**src/rtl/core/vprq_pkg.sv**
```systemverilog
// Package for the voxel passage-risk query block: sizes, register codes, types.
// No dependencies.
`default_nettype none
package vprq_pkg;
	localparam int GRID_SIDE_DEF = 32;
	localparam int PROB_BITS_DEF = 16;
	localparam int CFG_IDX_W     = 3;

	typedef enum logic [CFG_IDX_W-1:0] {
		REG_LOWER_X  = 3'd0,
		REG_LOWER_Y  = 3'd1,
		REG_LOWER_Z  = 3'd2,
		REG_INV_RES  = 3'd3,
		REG_SIZE_X   = 3'd4,
		REG_SIZE_Y   = 3'd5,
		REG_SIZE_Z   = 3'd6,
		REG_SPARE    = 3'd7
	} reg_idx_t;

	localparam logic OP_WRITE = 1'b0;
	localparam logic OP_QUERY = 1'b1;

	// reciprocal request / reply between top level and divider
	typedef struct packed {
		logic        start;
		logic [31:0] divisor;
	} div_req_t;

	typedef struct packed {
		logic        done;
		logic        sat;
		logic [31:0] quot;
	} div_rsp_t;
endpackage
`default_nettype wire

```
**src/rtl/core/vprq_recip.sv**
```systemverilog
// Restoring divider: floor(2^47 / d), saturating to 32 bits, one quotient bit a cycle.
// Uses vprq_pkg.
`default_nettype none
module vprq_recip
	import vprq_pkg::*;
(
	input  wire       clk,
	input  wire       arst_n,
	input  div_req_t  req,
	output div_rsp_t  rsp
);
	localparam int NUM_BITS = 48;
	logic [5:0]  cnt_q;
	logic        busy_q;
	logic [47:0] num_q;
	logic [32:0] rem_q;
	logic [47:0] quo_q;
	logic [31:0] den_q;
	logic [32:0] trial;
	logic [32:0] shifted;

	assign shifted = {rem_q[31:0], num_q[47]};
	assign trial   = shifted - {1'b0, den_q};

	always_ff @(posedge clk or negedge arst_n) begin
		if (!arst_n) begin
			busy_q <= 1'b0;
			cnt_q  <= '0;
			num_q  <= '0;
			rem_q  <= '0;
			quo_q  <= '0;
			den_q  <= '0;
			rsp    <= '0;
		end else begin
			rsp.done <= !req.start && busy_q && (cnt_q == 6'd1);
			if (req.start) begin
				busy_q <= 1'b1;
				cnt_q  <= 6'(NUM_BITS);
				num_q  <= 48'h8000_0000_0000;
				rem_q  <= '0;
				quo_q  <= '0;
				den_q  <= req.divisor;
			end else if (busy_q) begin
				num_q <= {num_q[46:0], 1'b0};
				if (!trial[32]) begin
					rem_q <= trial;
					quo_q <= {quo_q[46:0], 1'b1};
				end else begin
					rem_q <= shifted;
					quo_q <= {quo_q[46:0], 1'b0};
				end
				cnt_q <= cnt_q - 6'd1;
				if (cnt_q == 6'd1) begin
					busy_q   <= 1'b0;
					// final bit folded in here
					if (den_q == '0) begin
						rsp.sat  <= 1'b1;
						rsp.quot <= '1;
					end else if ((quo_q[46:31] != '0) ) begin
						rsp.sat  <= 1'b1;
						rsp.quot <= '1;
					end else begin
						rsp.sat  <= 1'b0;
						rsp.quot <= {quo_q[30:0], ~trial[32]};
					end
				end
			end
		end
	end
endmodule
`default_nettype wire

```
**config.mk**
```make
export PLATFORM = sky130hd
export DESIGN_NAME = vprq_recip
export DESIGN_NICKNAME = d
export VERILOG_FILES = /design/src/rtl/core/vprq_pkg.sv /design/src/rtl/core/vprq_recip.sv
export SDC_FILE = /design/constraint.sdc
export NUM_CORES = 1
export LEC_CHECK = 0
export ABC_CLOCK_PERIOD_IN_PS = 10080
export BUFFER_PORTS_ARGS = -buffer_cell sky130_fd_sc_hd__buf_2
export CAP_MARGIN = 10
export CORE_UTILIZATION = 45
export DETAILED_ROUTE_END_ITERATION = 12
export SLEW_MARGIN = 20
export SYNTH_ARGS = -nofsm -noshare
export SYNTH_HDL_FRONTEND = slang
export SYNTH_SLANG_ARGS = --single-unit
export TNS_END_PERCENT = 20
```
**constraint.sdc**
```tcl
create_clock -name clk -period 10.08 [get_ports clk]
set_clock_uncertainty 0.15 [all_clocks]
set_input_delay 0.504 -clock clk [delete_from_list [all_inputs] [get_ports clk]]
set_output_delay 0.504 -clock clk [all_outputs]
set_load 0.02 [all_outputs]
```
After elaboration in Yosys (flattened, before gate mapping)
Cells that the tools add are included.

word-level totals
  register bits after elaboration = 200
  bits in latches = 0
  bits in writable memories = 0
  ROM bits = 0
  bits of input ports = 35
  word-level logic and storage cells = 36
  memories = 0

cells by class
  add/sub/neg operators = 2
  multipliers = 0
  div/mod/pow operators = 0
  order comparisons = 0
  equal/unequal tests = 1
  shifts and indexed selects = 0
  multiplexer cells = 15
  bitwise operators = 2
  reduce and logical (&&, ||, !) cells = 7

operators with widths
  cell                   number
  $mux W32               3
  $mux W48               2
  $mux W47               2
  $mux W33               2
  $sub A33 B32 Y33       1
  $logic_not A32 Y1      1
  $reduce_bool A16 Y1    1
  $mux W6                2
  $eq A6 B1 Y1 const B   1
  $sub A6 B1 Y6 const B  1
  $mux W1                4
  $reduce_and A3 Y1      1
  $logic_and A1 B1 Y1    2
  $not A1 Y1             2
  $reduce_bool A2 Y1     1
  $logic_not A1 Y1       1

Logic depth before layout (Yosys ltp)
  depth in word-level cells = 4
  mapped depth = 14
  gate-level depth less buffers = 14

Worst setup path after synthesis
No wires, ideal clock.

  kind = register to register
  from = reg num_q[47]
  to = reg rem_q[14]
  data arrival time = 3103 ps
  data required time = 9834 ps
  slack = 6731 ps
  cell stages (with the launch flop) = 14
  path buffers = 1
  period minus slack after synthesis = 3349 ps
  cells stage by stage = dfrtp_1 > inv_1 > ha_1 > inv_1 > fa_1 > a211oi_2 > o211ai_2 > a41oi_4 > a211oi_4 > a221oi_4 > xnor2_1 > clkbuf_1 > nand2_1 > a311oi_2

between the ends
  longest elaborated chain between the ends = 4

RTL lines
  what                    RTL line          source
  start, declared         vprq_recip.sv:15  logic [47:0] num_q;
  start signal, assigned  vprq_recip.sv:44  num_q <= {num_q[46:0], 1'b0};
  $sub A33 B32 Y33        vprq_recip.sv:23  assign trial = shifted - {1'b0, den_q};
  $mux W32                vprq_recip.sv:45  if (!trial[32]) begin
  $mux W32                vprq_recip.sv:43  end else if (busy_q) begin
  $mux W32                vprq_recip.sv:36  if (req.start) begin
  end signal, assigned    vprq_recip.sv:46  rem_q <= trial;
  end signal, assigned    vprq_recip.sv:49  rem_q <= shifted;
  end, declared           vprq_recip.sv:16  logic [32:0] rem_q;

No other way between the ends. The select of a mux whose other input is x is not followed.
A chain may end at the register's enable or synchronous reset.

Worst setup path after layout
  from = reg num_q[47]
  to = reg rem_q[21]

The elaborated chain is that of the path after synthesis.

==> summary.md <==
| Metric | Value |
|---|---|
| Most common cell in the synthesized netlist | `dfrtp_1` |
| Seq cells post-synth | `around 150` |
| First-pass GRT wire length | `~30000 um` |
| Resize count post-CTS | `0` |
| Internal power | `approximately 1500 uW` |
| Routed WL per cell | `16.2 um` |
| Largest area contributor in the netlist | `dfrtp_1` |
| Power share of the sequential group | `0.311` |
| Fill cells | `approximately 1600` |
| Arrival time worst endpoint | `about 4.3 ns` |
| Most used DFF post-synth | `dfrtp_1` |
| DR vias | `6227` |
| CP Data Required Time | `approximately 10 ns` |
| Crit. End Element | `flop` |
| Peak VDD IR | `145 uV` |
| Final Slew Violations | `0` |
| Ranking of synthesized cells by area | `dfrtp_1 (47%), mux2i_1 (5.6%), ha_1 (5.2%), nand2_1 (4.7%), nor2_1 (4.6%)` |
| Final worst setup slack | `around 6.0 ns` |
| RR Endpoint | `rem_q[21]` |
| Clock latency on the worst-skew pair | `~0.43 ns` |
| Synth warn | `0` |
| RR Startpoint | `num_q[47]` |
| CTS tree | `done` |
| Number of synthesized flops with an enable pin | `0` |
| Final period utilization | `0.405` |
| Share of the synthesized area in the top cell type | `0.466` |
| Clock Sinks | `~150` |
| Cell Rows | `49` |
| Count of cell types in the netlist | `58` |
| Peak Freq | `245 MHz` |
| List of most frequent post-synthesis cells | `dfrtp_1 (153), nand2_1 (103), nor2_1 (101), o21ai_0 (50), mux2i_1 (46)` |
| Initial DRC Count | `approximately 430` |
| CP max stage cell | `xor2_4` |
| Worst Reg2Reg Path Length in Cells | `14` |
| Area delta synth->final | `12.8%` |
| GRT Util Overall | `0.208` |
| Die Wd | `137 um` |
| Switch share | `0.405` |
| Hold Path Class | `in -> reg` |
| Largest net degree at the start of global routing | `90` |
| Die Ht | `~140 um` |
| Pleak | `0.00477 uW` |
| Final HPWL from detailed placement | `12200 um` |
| Worst Setup Path Type | `reg -> reg` |
| CP startpoint kind | `flop` |
| WP depth | `14` |
| Netlist Area Pre-Place | `about 8200 um2` |
| Hold_sp | `req[9]` |
| Initial core utilization | `0.459` |
| CP max FO | `34` |
| Pre-antenna DRT Iters | `5` |
| CP bufs+invs | `2` |
| Crit path time final | `4.08 ns` |
| Sw power | `approximately 1000 uW` |
| Post-synthesis sequential area ratio | `0.466` |
| Pin slew with the least headroom to its limit | `around 1.0 ns` |
| Crit path cell chain | `inv_1, ha_1, inv_1, fa_1, a211oi_2, o211ai_2, a41oi_4, a211oi_4, a221oi_4, xor2_4, a21oi_1, o21ai_0, o21ai_0, nor2_1` |
| Vias per cell | `between 5 and 6` |
| Slew HR | `0.309` |
| Clock Pin Slew Worst Setup and Hold Paths | `about 0.07 ns` |
| Number of global-route vias before repair | `~6200` |
| Worst-case clock buffer depth | `2` |
| Gate power share | `0.438` |
| Drt drc | `0` |
| Die area | `roughly 19000 um2` |
| Final ANT Viol Nets | `0` |
| Port buffer count | `about 70` |
| Outcome | `finished clean` |
| Mapped Cells | `between 800 and 900` |
| Worst path top cell family by delay | `compound AO/OA/AOI/OAI gates` |
| Routed wire length | `about 18000 um` |
| Share of layout cells above drive strength 1 | `0.168` |
| Hold Violations, Final | `0` |
| Syn Area/Cell | `9.86 um2` |
| Hold EP | `den_q[9]` |
| TNS Setup | `0 ns` |
| GR Overflow Total | `0` |
| Unrepaired setup endpoints after global routing | `false` |
| Root buffer cell | `clkbuf_16` |
| Slowest stage delay, CP | `between 0.8 and 0.9 ns` |
| Core region area | `approximately 18000 um2` |
| Clock share of power | `0.251` |
| Ys async rst share | `1.00` |
| R2r setup slk | `between 5 and 6 ns` |
| Ports | `around 70` |
| Syn nets | `903` |
| # diodes | `0` |
| Pre-CTS WS | `about 6 ns` |
| H-Tree Level Count | `4` |
| RD Place Congestion | `0.885` |
| Setup Viol. Count Final | `0` |
| Cts bufs inserted | `17` |
| Fin nets | `between 900 and 1000` |
| Area of the multi-input gates | `between 3000 and 4000 um2` |
| Min-Delay Path Depth | `3` |
| Cell Pwr Density | `273 nW/um2` |
| # Max-Cap Violations | `0` |
| Sequential cell area | `about 3800 um2` |
| Initial antenna violation count | `0` |
-- routing by layer --
metal  GRT usage  share of wire
met2       0.322           0.47
met3      0.0456          0.035
met1       0.287           0.48
met5           0              0
met4      0.0684          0.016
-- per-stage QoR --
stage | power [uW] | instance area [um2] | hold slack, ns | util | instances
floorplan | 1690 | 8210 | 0.0584 | - | 833
global placement | 1870 | 8670 | 0.318 | 0.484 | 1085
finish | 2530 | 9270 | 0.128 | 0.518 | 1118
global route | 2710 | 9270 | 0.132 | 0.518 | 1118
detailed placement | 1900 | 8670 | 0.342 | 0.484 | 1085
CTS | 2550 | 9270 | 0.117 | 0.518 | 1118
-- cells in the final DEF, fill, tap and decap left out, types with 4 or more instances in the layout --
cell / n
xnor2_1: 21
buf_2: 66
nand4_1: 9
o211ai_1: 4
nor2_1: 101
o31ai_1: 4
inv_1: 44
inv_8: 4
ha_1: 34
o21ai_0: 50
o22a_1: 32
nor3_1: 5
nand2_1: 103
and3_1: 7
nand3_1: 6
dfrtp_1: 152
a21oi_1: 41
o21bai_1: 8
mux2i_1: 46
nor4_1: 13
a21o_1: 12
xor2_1: 11
a311oi_2: 22
a31oi_1: 6
buf_4: 7
a211oi_1: 5
clkbuf_16: 17
-- state kept, by name, summed over array words and instances, names as in the netlist --
signal  flops
num_q       1
cnt_q       6
busy_q      1
rsp        34
den_q      32
rem_q      32
quo_q      47
-- worst register-to-register path, stage by stage, from the launching register on --
cell and delay [ns]:
dfrtp_1 0.38, inv_1 0.08, ha_1 0.15, inv_1 0.06, fa_1 0.43, a211oi_2 0.29
o211ai_2 0.17, a41oi_4 0.32, a211oi_4 0.13, a221oi_4 0.51, xor2_4 0.82, a21oi_1 0.15
o21ai_0 0.11, o21ai_0 0.12, nor2_1 0.13
-- power groups by stage --
stage,logic [uW],clock network [uW],registers (uW)
after floorplan,893,0,794
after global placement,1080,0,795
after detailed placement,1100,0,797
after CTS,1110,651,786
after global routing,1230,677,800
final,1110,636,787
-- worst max-delay path by stage --
stage	start	slack, ns	endpoint
3_5_place_dp	num_q[47]	6.00	rem_q[9]
5_1_grt	num_q[47]	5.72	rem_q[21]
6_report	num_q[47]	6.00	rem_q[21]
3_3_place_gp	num_q[47]	6.14	rem_q[21]
2_1_floorplan	num_q[47]	6.73	rem_q[14]
4_1_cts	num_q[47]	5.99	rem_q[21]
-- repair_timing --
action / in CTS / in global routing
hold endpoints to repair: 45 / 0
hold buffers: 1 / 0
setup buffers: 0 / 0
-- cell families after synthesis --
group           after synthesis  synth area share
xor+xnor                     34            0.0385
buf+inv                      95            0.0489
compound gates              215             0.203
fa+ha+maj                    35            0.0542
simple gates                254             0.132
mux                          47            0.0574
flops                       153             0.466
-- final cells by class --
type / instances / area share
Clock buffer: 17 / 0.0459
Clock inverter: 15 / 0.0174
Inverter: 44 / 0.0178
Multi-Input combinational cell: 585 / 0.431
Sequential cell: 153 / 0.414
Tap cell: 229 / 0.0309
Timing Repair Buffer: 75 / 0.0436
Note: power is estimated with default switching activity, not from simulation.
